$ cat config.mk
export PLATFORM = sky130hd
export DESIGN_NAME = shock_amplitude_detector_flat
export DESIGN_NICKNAME = d
export VERILOG_FILES = /design/src/sv/sad_pkg.sv /design/src/sv/sad_smp_if.sv /design/src/sv/sad_res_if.sv /design/src/sv/sad_cfg.sv /design/src/sv/sad_accum.sv /design/src/sv/sad_detect.sv /design/src/sv/shock_amplitude_detector.sv /design/src/flat_wrapper.sv
export SDC_FILE = /design/constraint.sdc
export NUM_CORES = 1
export LEC_CHECK = 0
export BUFFER_PORTS_ARGS = -buffer_cell sky130_fd_sc_hd__buf_2
export CAP_MARGIN = 20
export CORE_MARGIN = 1.5
export CORE_UTILIZATION = 39
export CTS_BUF_LIST = sky130_fd_sc_hd__clkbuf_8
export CTS_CLUSTER_DIAMETER = 100
export DETAILED_ROUTE_END_ITERATION = 7
export PLACE_DENSITY_LB_ADDON = 0.12
export SLEW_MARGIN = 20
export SYNTH_ARGS = -nofsm -noshare
export SYNTH_HDL_FRONTEND = slang
export SYNTH_SLANG_ARGS = --single-unit
$ cat constraint.sdc
create_clock -name i_clk -period 11.02 [get_ports i_clk]
set_clock_uncertainty 0.15 [all_clocks]
set_input_delay 0.551 -clock i_clk [delete_from_list [all_inputs] [get_ports i_clk]]
set_output_delay 0.551 -clock i_clk [all_outputs]
set_load 0.005 [all_outputs]
$ cat src/sv/sad_pkg.sv
// shared constants, types and register codes for the shock amplitude detector
package sad_pkg;

    // block and hold-off configuration
    localparam int BLOCK_LEN    = 16;
    localparam int HOLD_BLOCKS  = 12;
    localparam int STARTUP_HOLD = 625;
    localparam int HOLD_MAX     = (STARTUP_HOLD > HOLD_BLOCKS) ? STARTUP_HOLD : HOLD_BLOCKS;

    // field and state widths
    localparam int SMP_W     = 12;
    localparam int CNT_W     = 4;
    localparam int SUM_W     = 16;
    localparam int BASE_W    = 16;
    localparam int HOLD_W    = 10;
    localparam int NOISE_W   = 12;
    localparam int ELAPSED_W = 17;
    localparam int WIN_W     = 16;
    localparam int RECIP_W   = 16;

    // configuration port
    localparam int CFG_IDX_W  = 3;
    localparam int CFG_DATA_W = 16;

    // reset values
    localparam logic [BASE_W-1:0]    BASE_RESET     = 16'h8000;
    localparam logic [SMP_W-1:0]     WARN_THR_RESET = 12'd14;
    localparam logic [SMP_W-1:0]     MAIN_THR_RESET = 12'd100;
    localparam logic [RECIP_W-1:0]   DECAY_RESET    = 16'd45247;
    localparam logic [ELAPSED_W-1:0] ELAPSED_MAX    = '1;

    // register indexes
    typedef enum logic [CFG_IDX_W-1:0] {
        CFG_ARMED     = 3'd0,
        CFG_WARN_THR  = 3'd1,
        CFG_MAIN_THR  = 3'd2,
        CFG_NOISE_WIN = 3'd3,
        CFG_DECAY     = 3'd4
    } t_cfg_idx;

    // configuration register set
    typedef struct packed {
        logic               armed;
        logic [SMP_W-1:0]   warn_thr;
        logic [SMP_W-1:0]   main_thr;
        logic [WIN_W-1:0]   noise_win;
        logic [RECIP_W-1:0] decay_recip;
    } t_cfg;

    // completed block handed to the detector
    typedef struct packed {
        logic [SUM_W-1:0] sum;
        logic [SMP_W-1:0] min;
        logic [SMP_W-1:0] max;
    } t_blk;

    // one result item
    typedef struct packed {
        logic               main_hit;
        logic               warn_hit;
        logic [SMP_W-1:0]   amplitude;
        logic [BASE_W-1:0]  baseline_level;
        logic [NOISE_W-1:0] noise_peak;
    } t_res;

endpackage

$ cat src/sv/sad_smp_if.sv
// sample channel: valid/ready with one adc sample
interface sad_smp_if;
    import sad_pkg::*;

    logic             valid;
    logic             ready;
    logic [SMP_W-1:0] adc_sample;

    modport source (output valid, output adc_sample, input ready);
    modport sink (input valid, input adc_sample, output ready);
endinterface

$ cat src/sv/sad_res_if.sv
// result channel: valid/ready with one block result
interface sad_res_if;
    import sad_pkg::*;

    logic               valid;
    logic               ready;
    logic               main_hit;
    logic               warn_hit;
    logic [SMP_W-1:0]   amplitude;
    logic [BASE_W-1:0]  baseline_level;
    logic [NOISE_W-1:0] noise_peak;

    modport source (output valid, output main_hit, output warn_hit, output amplitude,
                    output baseline_level, output noise_peak, input ready);
    modport sink (input valid, input main_hit, input warn_hit, input amplitude,
                  input baseline_level, input noise_peak, output ready);
endinterface

$ cat src/sv/sad_cfg.sv
// configuration registers and noise tracker clear strobe
module sad_cfg (
    input  logic                           i_clk,
    input  logic                           i_rst_n,
    input  logic                           i_cfg_we,
    input  logic [sad_pkg::CFG_IDX_W-1:0]  i_cfg_idx,
    input  logic [sad_pkg::CFG_DATA_W-1:0] i_cfg_data,
    output sad_pkg::t_cfg                  o_cfg,
    output logic                           o_noise_clr
);
    import sad_pkg::*;

    t_cfg r_cfg;

    // register writes, masked to register width
    always_ff @(posedge i_clk) begin
        if (!i_rst_n) begin
            r_cfg.armed       <= 1'b0;
            r_cfg.warn_thr    <= WARN_THR_RESET;
            r_cfg.main_thr    <= MAIN_THR_RESET;
            r_cfg.noise_win   <= '0;
            r_cfg.decay_recip <= DECAY_RESET;
        end else if (i_cfg_we) begin
            case (t_cfg_idx'(i_cfg_idx))
                CFG_ARMED:     r_cfg.armed       <= i_cfg_data[0];
                CFG_WARN_THR:  r_cfg.warn_thr    <= i_cfg_data[SMP_W-1:0];
                CFG_MAIN_THR:  r_cfg.main_thr    <= i_cfg_data[SMP_W-1:0];
                CFG_NOISE_WIN: r_cfg.noise_win   <= i_cfg_data[WIN_W-1:0];
                CFG_DECAY:     r_cfg.decay_recip <= i_cfg_data[RECIP_W-1:0];
                default: begin
                end
            endcase
        end
    end

    // arming or a new noise window restarts noise tracking
    assign o_noise_clr = i_cfg_we &&
                         (((t_cfg_idx'(i_cfg_idx) == CFG_ARMED) && i_cfg_data[0]) ||
                          (t_cfg_idx'(i_cfg_idx) == CFG_NOISE_WIN));
    assign o_cfg = r_cfg;
endmodule

$ cat src/sv/sad_accum.sv
// per-sample block accumulator: running sum, minimum and maximum
module sad_accum (
    input  logic                      i_clk,
    input  logic                      i_rst_n,
    input  logic                      i_valid,
    output logic                      o_ready,
    input  logic [sad_pkg::SMP_W-1:0] i_sample,
    output logic                      o_blk_valid,
    input  logic                      i_blk_ready,
    output sad_pkg::t_blk             o_blk
);
    import sad_pkg::*;

    logic [CNT_W-1:0] r_count;
    logic [SUM_W-1:0] r_sum;
    logic [SMP_W-1:0] r_min;
    logic [SMP_W-1:0] r_max;
    logic             r_blk_valid;
    t_blk             r_blk;

    logic             w_first;
    logic             w_last;
    logic             w_take;
    logic [SUM_W-1:0] n_sum;
    logic [SMP_W-1:0] n_min;
    logic [SMP_W-1:0] n_max;

    // block position; the last sample needs room in the block handoff
    assign w_first = (r_count == '0);
    assign w_last  = (r_count == CNT_W'(BLOCK_LEN - 1));
    assign o_ready = !w_last || !r_blk_valid || i_blk_ready;
    assign w_take  = i_valid && o_ready;

    // running statistics including the incoming sample
    always_comb begin
        if (w_first) begin
            n_sum = SUM_W'(i_sample);
            n_min = i_sample;
            n_max = i_sample;
        end else begin
            n_sum = r_sum + SUM_W'(i_sample);
            n_min = (i_sample < r_min) ? i_sample : r_min;
            n_max = (i_sample > r_max) ? i_sample : r_max;
        end
    end

    // sample counter and handoff valid
    always_ff @(posedge i_clk) begin
        if (!i_rst_n) begin
            r_count     <= '0;
            r_blk_valid <= 1'b0;
        end else begin
            if (w_take) begin
                r_count <= w_last ? '0 : r_count + CNT_W'(1);
            end
            if (w_take && w_last) begin
                r_blk_valid <= 1'b1;
            end else if (i_blk_ready) begin
                r_blk_valid <= 1'b0;
            end
        end
    end

    // statistics and completed block payload
    always_ff @(posedge i_clk) begin
        if (w_take) begin
            r_sum <= n_sum;
            r_min <= n_min;
            r_max <= n_max;
        end
        if (w_take && w_last) begin
            r_blk.sum <= n_sum;
            r_blk.min <= n_min;
            r_blk.max <= n_max;
        end
    end

    assign o_blk_valid = r_blk_valid;
    assign o_blk       = r_blk;
endmodule

$ cat src/sv/sad_detect.sv
// end-of-block detector: baseline, hold-offs, triggers, noise peak, result register
module sad_detect (
    input  logic          i_clk,
    input  logic          i_rst_n,
    input  sad_pkg::t_cfg i_cfg,
    input  logic          i_noise_clr,
    input  logic          i_blk_valid,
    output logic          o_blk_ready,
    input  sad_pkg::t_blk i_blk,
    output logic          o_res_valid,
    input  logic          i_res_ready,
    output sad_pkg::t_res o_res
);
    import sad_pkg::*;

    localparam int MEAN_W = SUM_W + 4;
    localparam int ACC_W  = MEAN_W + 1;
    localparam int PROD_W = NOISE_W + RECIP_W;

    logic [BASE_W-1:0]    r_base;
    logic [HOLD_W-1:0]    r_main_hold;
    logic [HOLD_W-1:0]    r_warn_hold;
    logic [NOISE_W-1:0]   r_noise;
    logic [ELAPSED_W-1:0] r_elapsed;
    logic                 r_out_valid;
    t_res                 r_out;

    logic                 w_load;
    logic [MEAN_W-1:0]    w_sum16;
    logic [MEAN_W-1:0]    w_mean16;
    logic [ACC_W-1:0]     w_base_acc;
    logic [BASE_W-1:0]    n_base;
    logic [HOLD_W-1:0]    w_main_dec;
    logic [HOLD_W-1:0]    w_warn_dec;
    logic [ELAPSED_W-1:0] w_elapsed_inc;
    logic [BASE_W-1:0]    w_hi;
    logic [BASE_W-1:0]    w_lo;
    logic [BASE_W-1:0]    w_dev_hi;
    logic [BASE_W-1:0]    w_dev_lo;
    logic [BASE_W-1:0]    w_dev;
    logic [SMP_W-1:0]     w_amp;
    logic                 w_main_hit;
    logic                 w_warn_hit;
    logic                 w_quiet;
    logic                 w_window_done;
    logic [PROD_W-1:0]    w_prod;
    logic [NOISE_W-1:0]   w_decayed;
    logic [HOLD_W-1:0]    n_main_hold;
    logic [HOLD_W-1:0]    n_warn_hold;
    logic [NOISE_W-1:0]   n_noise;
    logic [ELAPSED_W-1:0] n_elapsed;

    // a block moves on when the result register is free or being drained
    assign o_blk_ready = !r_out_valid || i_res_ready;
    assign w_load      = i_blk_valid && o_blk_ready;

    // scaled mean and slow baseline: (15 * old + mean) / 16
    assign w_sum16    = {i_blk.sum, 4'b0};
    assign w_mean16   = MEAN_W'(w_sum16 / BLOCK_LEN);
    assign w_base_acc = ACC_W'({r_base, 4'b0}) - ACC_W'(r_base) + ACC_W'(w_mean16);
    assign n_base     = w_base_acc[BASE_W+3:4];

    // countdowns before any trigger decision
    assign w_main_dec    = (r_main_hold != '0) ? r_main_hold - HOLD_W'(1) : r_main_hold;
    assign w_warn_dec    = (r_warn_hold != '0) ? r_warn_hold - HOLD_W'(1) : r_warn_hold;
    assign w_elapsed_inc = (r_elapsed != ELAPSED_MAX) ? r_elapsed + ELAPSED_W'(1) : r_elapsed;

    // peak deviation of the block extremes from the new baseline
    assign w_hi     = {i_blk.max, 4'b0};
    assign w_lo     = {i_blk.min, 4'b0};
    assign w_dev_hi = (w_hi > n_base) ? w_hi - n_base : '0;
    assign w_dev_lo = (n_base > w_lo) ? n_base - w_lo : '0;
    assign w_dev    = (w_dev_hi > w_dev_lo) ? w_dev_hi : w_dev_lo;
    assign w_amp    = i_cfg.armed ? w_dev[BASE_W-1:4] : '0;

    // trigger priority: main, then warn, then quiet block
    assign w_main_hit = i_cfg.armed && (w_amp > i_cfg.main_thr) && (w_main_dec == '0);
    assign w_warn_hit = i_cfg.armed && !w_main_hit && (w_amp > i_cfg.warn_thr) &&
                        (w_warn_dec == '0);
    assign w_quiet    = i_cfg.armed && !w_main_hit && !w_warn_hit &&
                        (w_main_dec == '0) && (w_warn_dec == '0);

    // noise peak decay; a level that would not shrink drops to zero
    assign w_prod        = PROD_W'(r_noise) * PROD_W'(i_cfg.decay_recip);
    assign w_decayed     = w_prod[PROD_W-1:RECIP_W];
    assign w_window_done = (w_elapsed_inc > ELAPSED_W'(i_cfg.noise_win));

    // next hold-off and noise state
    always_comb begin
        n_main_hold = (w_main_hit || w_quiet) ? HOLD_W'(HOLD_BLOCKS) : w_main_dec;
        n_warn_hold = (w_warn_hit || w_quiet) ? HOLD_W'(HOLD_BLOCKS) : w_warn_dec;
        n_noise     = r_noise;
        n_elapsed   = w_elapsed_inc;
        if (w_quiet && w_window_done) begin
            n_noise   = (w_decayed == r_noise) ? '0 : w_decayed;
            n_elapsed = '0;
        end else if (w_quiet && (w_amp > r_noise)) begin
            n_noise   = w_amp;
            n_elapsed = '0;
        end
    end

    // detector state and result valid
    always_ff @(posedge i_clk) begin
        if (!i_rst_n) begin
            r_base      <= BASE_RESET;
            r_main_hold <= HOLD_W'(STARTUP_HOLD);
            r_warn_hold <= HOLD_W'(STARTUP_HOLD);
            r_noise     <= '0;
            r_elapsed   <= '0;
            r_out_valid <= 1'b0;
        end else begin
            if (w_load) begin
                r_base      <= n_base;
                r_main_hold <= n_main_hold;
                r_warn_hold <= n_warn_hold;
            end
            if (i_noise_clr) begin
                r_noise   <= '0;
                r_elapsed <= '0;
            end else if (w_load) begin
                r_noise   <= n_noise;
                r_elapsed <= n_elapsed;
            end
            if (w_load) begin
                r_out_valid <= 1'b1;
            end else if (i_res_ready) begin
                r_out_valid <= 1'b0;
            end
        end
    end

    // result payload
    always_ff @(posedge i_clk) begin
        if (w_load) begin
            r_out.main_hit       <= w_main_hit;
            r_out.warn_hit       <= w_warn_hit;
            r_out.amplitude      <= w_amp;
            r_out.baseline_level <= n_base;
            r_out.noise_peak     <= n_noise;
        end
    end

    assign o_res_valid = r_out_valid;
    assign o_res       = r_out;

`ifndef SYNTHESIS
    // the two triggers exclude each other
    a_single_hit: assert property (@(posedge i_clk) disable iff (!i_rst_n)
        r_out_valid |-> !(r_out.main_hit && r_out.warn_hit))
        else $error("main and warn hit in the same result");

    // a trigger needs a nonzero deviation
    a_hit_amp: assert property (@(posedge i_clk) disable iff (!i_rst_n)
        (r_out_valid && (r_out.main_hit || r_out.warn_hit)) |-> (r_out.amplitude != '0))
        else $error("trigger with zero amplitude");

    // a main trigger rearms the main hold-off
    a_main_rearm: assert property (@(posedge i_clk) disable iff (!i_rst_n)
        (w_load && w_main_hit && !i_noise_clr) |=> (r_main_hold == HOLD_W'(HOLD_BLOCKS)))
        else $error("main hold-off not reloaded after main trigger");

    // hold-offs never exceed their largest load value
    a_hold_range: assert property (@(posedge i_clk) disable iff (!i_rst_n)
        (r_main_hold <= HOLD_W'(HOLD_MAX)) && (r_warn_hold <= HOLD_W'(HOLD_MAX)))
        else $error("hold-off out of range");
`endif
endmodule

$ cat src/sv/shock_amplitude_detector.sv
// top level of the shock amplitude detector
//
// i_smp carries raw 12-bit adc samples; a sample transfers on a clock edge with
// valid and ready high. Samples are grouped into blocks of BLOCK_LEN (16), and
// each completed block gives one transfer on o_res with the trigger flags, the
// peak deviation, the updated baseline and the tracked noise peak.
// Throughput: one sample per cycle while o_res takes results. After the last
// sample of a block transfers, the block passes the block handoff register and
// then the result register before o_res.valid rises.
// Stall: a waiting result sits in the result register while samples keep
// flowing; the next completed block waits in the block handoff register, and
// the last sample of the block after that waits at i_smp until o_res.ready
// drains the result.
// Configuration: i_cfg_we writes register i_cfg_idx from i_cfg_data on the
// clock edge, with no wait; write only while no block is in flight. Arming,
// or writing the noise window, restarts noise tracking.
// Reset (synchronous, i_rst_n low): block position cleared, baseline 32768,
// hold-offs at the startup value, noise tracker cleared, registers at their
// defaults, and no result pending.
module shock_amplitude_detector (
    input  logic                           i_clk,
    input  logic                           i_rst_n,
    input  logic                           i_cfg_we,
    input  logic [sad_pkg::CFG_IDX_W-1:0]  i_cfg_idx,
    input  logic [sad_pkg::CFG_DATA_W-1:0] i_cfg_data,
    sad_smp_if.sink                        i_smp,
    sad_res_if.source                      o_res
);
    import sad_pkg::*;

    t_cfg w_cfg;
    logic w_noise_clr;
    logic w_blk_valid;
    logic w_blk_ready;
    t_blk w_blk;
    logic w_res_valid;
    t_res w_res;

    // configuration registers
    sad_cfg u_cfg (
        .i_clk       (i_clk),
        .i_rst_n     (i_rst_n),
        .i_cfg_we    (i_cfg_we),
        .i_cfg_idx   (i_cfg_idx),
        .i_cfg_data  (i_cfg_data),
        .o_cfg       (w_cfg),
        .o_noise_clr (w_noise_clr)
    );

    // sample accumulation
    sad_accum u_accum (
        .i_clk       (i_clk),
        .i_rst_n     (i_rst_n),
        .i_valid     (i_smp.valid),
        .o_ready     (i_smp.ready),
        .i_sample    (i_smp.adc_sample),
        .o_blk_valid (w_blk_valid),
        .i_blk_ready (w_blk_ready),
        .o_blk       (w_blk)
    );

    // end-of-block detection
    sad_detect u_detect (
        .i_clk       (i_clk),
        .i_rst_n     (i_rst_n),
        .i_cfg       (w_cfg),
        .i_noise_clr (w_noise_clr),
        .i_blk_valid (w_blk_valid),
        .o_blk_ready (w_blk_ready),
        .i_blk       (w_blk),
        .o_res_valid (w_res_valid),
        .i_res_ready (o_res.ready),
        .o_res       (w_res)
    );

    // result channel
    assign o_res.valid          = w_res_valid;
    assign o_res.main_hit       = w_res.main_hit;
    assign o_res.warn_hit       = w_res.warn_hit;
    assign o_res.amplitude      = w_res.amplitude;
    assign o_res.baseline_level = w_res.baseline_level;
    assign o_res.noise_peak     = w_res.noise_peak;
endmodule
$ cat src/flat_wrapper.sv
// flat-port wrapper written by rule: the top's interface ports become plain ports
module shock_amplitude_detector_flat import sad_pkg::*;
  (i_clk, i_rst_n, i_cfg_we, i_cfg_idx, i_cfg_data, i_smp_valid, i_smp_adc_sample, i_smp_ready, o_res_valid, o_res_main_hit, o_res_warn_hit, o_res_amplitude, o_res_baseline_level, o_res_noise_peak, o_res_ready);
  sad_smp_if i_smp_i ();
  sad_res_if o_res_i ();
  input  logic i_clk;
  input  logic i_rst_n;
  input  logic i_cfg_we;
  input  logic [sad_pkg::CFG_IDX_W-1:0] i_cfg_idx;
  input  logic [sad_pkg::CFG_DATA_W-1:0] i_cfg_data;
  input wire logic [$bits(i_smp_i.valid)-1:0] i_smp_valid;
  input wire logic [$bits(i_smp_i.adc_sample)-1:0] i_smp_adc_sample;
  output wire logic [$bits(i_smp_i.ready)-1:0] i_smp_ready;
  output wire logic [$bits(o_res_i.valid)-1:0] o_res_valid;
  output wire logic [$bits(o_res_i.main_hit)-1:0] o_res_main_hit;
  output wire logic [$bits(o_res_i.warn_hit)-1:0] o_res_warn_hit;
  output wire logic [$bits(o_res_i.amplitude)-1:0] o_res_amplitude;
  output wire logic [$bits(o_res_i.baseline_level)-1:0] o_res_baseline_level;
  output wire logic [$bits(o_res_i.noise_peak)-1:0] o_res_noise_peak;
  input wire logic [$bits(o_res_i.ready)-1:0] o_res_ready;
  assign i_smp_i.valid = i_smp_valid;
  assign i_smp_i.adc_sample = i_smp_adc_sample;
  assign i_smp_ready = i_smp_i.ready;
  assign o_res_valid = o_res_i.valid;
  assign o_res_main_hit = o_res_i.main_hit;
  assign o_res_warn_hit = o_res_i.warn_hit;
  assign o_res_amplitude = o_res_i.amplitude;
  assign o_res_baseline_level = o_res_i.baseline_level;
  assign o_res_noise_peak = o_res_i.noise_peak;
  assign o_res_i.ready = o_res_ready;
  shock_amplitude_detector u_core (.i_clk(i_clk), .i_rst_n(i_rst_n), .i_cfg_we(i_cfg_we), .i_cfg_idx(i_cfg_idx), .i_cfg_data(i_cfg_data), .i_smp(i_smp_i), .o_res(o_res_i));
endmodule
==> out/metrics.cfg <==
[sta]
finalHoldViolations=0
finalCritPeriodShare_pct=94.2
maxSlewHeadroom_pct=25.4
drv_slew=0
fmax_mhz=96.4
setup_violations=0
worst_hold_slack_ns=0.0593
min_period_ns=10.38
max_slew.worst_pin.slew_ns=1.12
rsz0062_at_grt=false

[floorplanning]
fp.dieH_um=243
num_io_pins=80
core_mm2=0.0565
num_rows=87
dieArea_mm2=0.0588
start_util_pct=39.6
die_w_um=243

[clock_tree]
cts.sinks=250
path_clk_slew_ns=0.07
cts_buffer_depth=3
cts_tree=yes
htree_levels=2
clock_latency_ns=0.62
cts_hold_buffers=0
cts_inserted_buffers=44
cts_root_buffer=clkbuf_8

[logic_synthesis]
synth-seq-cells=250
ys_warn_count=0
syn_area_mm2=0.0224
yosysUniqueCellTypes=94
yosysSeqAreaShare_pct=27.8
synth_edf_count=122
async_flop_share_pct=0
synth_cells=2584
ys.flop_type=dfxtp_1
synth_nets=2981
postSynthAreaPerCell_um2=8.66

[pwr]
power_density_mw_per_mm2=86.0
ir_worst_vdd_mv=0.112
power_leakage_uw=0.0109

[layout]
nFillCells=5695
postLayoutCellArea_mm2=0.0245
syn_to_final_growth_pct=9.36
nNetsFinal=3023
drive_above_1_share_pct=8.79

[critical_path]
critPathMaxStageDelay_ns=0.64
reg2reg_setup_slack_ns=0.64
crit_required_ns=11.41
critPathKind=flop to flop
worstReg2RegEnd=u_core.u_detect.r_noise[11]$_SDFFE_PP0P_
cp-start-kind=flop
crit_fanout=11
critical_path.slowest_cell=or4_4
critical_path_arrival_ns=10.77
reg2reg_from=u_core.u_detect.r_base[1]$_SDFFE_PN0P_
rr_worst_depth=44
end_kind=flop
cp-endpoint=u_core.u_detect.r_noise[11]$_SDFFE_PP0P_
setup.worst_path.start=u_core.u_detect.r_base[1]$_SDFFE_PN0P_

[route]
ant_nets=0
post_drt_wl_per_cell_um=19.2
firstDrtPassIters=8
drt-total-wl_mm=65.8
viasPerCell=5.42
vias=18500
drc=2
drtIter0Drc=1142

[global_route]
grt_pass1_wl_mm=105
grt_max_degree=61
antenna_found_initial=3
overflow=0
grt_pass1_vias=18600
track_usage_pct=22.5

[placed_design]
gp_congestion=0.917
hpwlAfterDp_mm=50.6
port_buffers=79
post_dp_cell_area_mm2=0.0235

[flow_run]
drv_cap=0

[hold_path]
min_path_cells=3
hp-class=primary input to flop

[run_status]
status=finished with violations
violations=design-rule violations

-- power breakdown --
part / switching (uW) / total, uW / internal, uW
Clock: 421 / 878 / 457
Sequential: 19.0 / 1020 / 1010
Combinational: 133 / 203 / 70.1
-- flip-flops by register name (all words and copies together) (netlist names), 12 cells and up --
register                   cells
u_core.u_accum.r_sum          16
u_core.u_accum.o_blk          40
u_core.u_detect.o_res         42
u_core.u_detect.r_base        16
u_core.u_accum.r_max          12
u_core.u_detect.r_elapsed     17
u_core.u_accum.r_min          12
u_core.u_cfg.o_cfg            57
u_core.u_detect.r_noise       12
-- worst min-delay path by stage --
stage                                                 startpoint                                     end  slack (ns)
final                                             i_cfg_data[12]     u_core.u_cfg.o_cfg[12]$_SDFFE_PN1P_        0.06
after global routing                              i_cfg_data[15]     u_core.u_cfg.o_cfg[31]$_SDFFE_PN0P_        0.07
after CTS                                         i_cfg_data[12]     u_core.u_cfg.o_cfg[12]$_SDFFE_PN1P_        0.01
after detailed placement     u_core.u_cfg.o_cfg[49]$_SDFFE_PN0P_     u_core.u_cfg.o_cfg[49]$_SDFFE_PN0P_        0.30
after global placement    u_core.u_detect.r_base[4]$_SDFFE_PN0P_  u_core.u_detect.r_base[4]$_SDFFE_PN0P_        0.29
after floorplan              u_core.u_cfg.o_cfg[17]$_SDFFE_PN0P_     u_core.u_cfg.o_cfg[17]$_SDFFE_PN0P_        0.29
-- metrics by stage --
| stage | setup TNS (ns) | std cells | utilization [%] | power, uW | setup slack (ns) |
|---|---|---|---|---|---|
| floorplan | 0 | 2584 | - | 1170 | 1.25 |
| CTS | 0 | 3416 | 43.1 | 2130 | 0.162 |
| global route | 0 | 3418 | 43.3 | 2200 | 0.0147 |
| detailed placement | -0.0460 | 3335 | 41.6 | 1250 | -0.0460 |
| finish | 0 | 3420 | 43.3 | 2110 | 0.641 |
| global placement | 0 | 3335 | 41.6 | 1240 | 0.126 |
-- cells by family (layout without fill, tap and decap cells) --
logic type / count (synthesis) / after routing / synth area share, %
AND/OR/NAND/NOR: 911 / 911 / 19.3
AO/OA/AOI/OAI: 508 / 508 / 15.2
buffers and inverters: 444 / 521 / 7.53
adder cells (fa/ha/maj): 367 / 367 / 25.6
flip-flops: 250 / 250 / 27.8
XOR/XNOR: 90 / 90 / 3.95
multiplexers: 14 / 14 / 0.649
other: 0 / 3 / 0
-- cells in the final DEF, fill, tap and decap left out, types with 12 or more instances in the layout --
cell type / count
nand2_1: 403
nor2_1: 133
dfxtp_1: 128
fa_1: 153
o21a_1: 25
xnor2_1: 52
nand2b_1: 12
a211oi_1: 18
clkbuf_8: 49
and3_1: 18
o311ai_0: 14
nand4_1: 29
a21oi_1: 159
nand3_1: 83
nor3_1: 44
a31oi_1: 14
buf_4: 29
buf_2: 79
o21ai_0: 92
ha_1: 208
nor2b_1: 28
inv_1: 343
a311o_1: 14
xor2_1: 28
a21o_1: 55
nand3b_1: 15
edfxtp_1: 122
and2_1: 66
or2_2: 13
-- critical path: cells and delay by family (launching register included) --
| family | cells | cell delay (ns) |
|---|---|---|
| AOI/OAI and AO/OA | 22 | 4.55 |
| buffers and inverters | 3 | 0.35 |
| and+or+nand+nor | 13 | 2.82 |
| adders and majority gates | 5 | 1.86 |
| DFF | 1 | 0.32 |
| xor gates and xnor gates | 1 | 0.26 |
-- cell type report --
class | instances | area (um2) | area share, %
antenna | 3 | 7.51 | 0.0307
clock buffer | 49 | 674 | 2.76
clock inverter | 32 | 190 | 0.777
inverter | 332 | 1250 | 5.10
multi-input combinational | 1890 | 14600 | 59.5
sequential | 250 | 6230 | 25.5
tap | 756 | 946 | 3.87
timing repair buffer | 108 | 613 | 2.51
-- layer usage --
layer	vias up	GRT usage (%)	wire length (um)
met5	-	0	13
met1	9028	31.0	30700
met4	2	6.65	1650
li1	8912	-	-
met3	120	3.98	3360
met2	458	36.1	30000
-- synth_stat cells (7+ instances only) --
library cell	number	share of area, %
nor2b_1	30	0.84
nor3_1	45	1.0
and2_1	68	1.9
nand3b_1	15	0.50
or2_2	13	0.36
nor4_1	9	0.25
mux2i_1	10	0.45
or3_1	11	0.31
inv_1	330	5.5
a211oi_1	18	0.60
a311o_1	14	0.63
and4_1	9	0.35
ha_1	208	12
xor2_1	31	1.2
and3_1	18	0.50
edfxtp_1	122	16
nor2_1	134	2.2
nand2b_1	13	0.36
nand2_1	404	6.8
dfxtp_1	128	11
clkbuf_1	91	1.5
buf_1	13	0.22
o21ai_0	95	2.1
a21oi_1	160	3.6
nand3_1	83	1.9
o31ai_1	12	0.40
a31oi_1	14	0.39
a21o_1	55	1.8
xnor3_1	7	0.70
o21a_1	25	0.84
o211ai_1	11	0.37
fa_1	153	14
nand4_1	29	0.81
xnor2_1	52	2.0
o311ai_0	14	0.55
-- timing repair --
| action | in CTS | in global routing |
|---|---|---|
| pin swaps | 0 | 2 |
| endpoints found under the hold margin | 0 | 0 |
| buffers inserted | 0 | 1 |
| resized for setup | 1 | 19 |
| setup endpoints to repair | 1 | 43 |
| gates cloned | 0 | 0 |
Note: power is estimated with default switching activity, not from simulation.
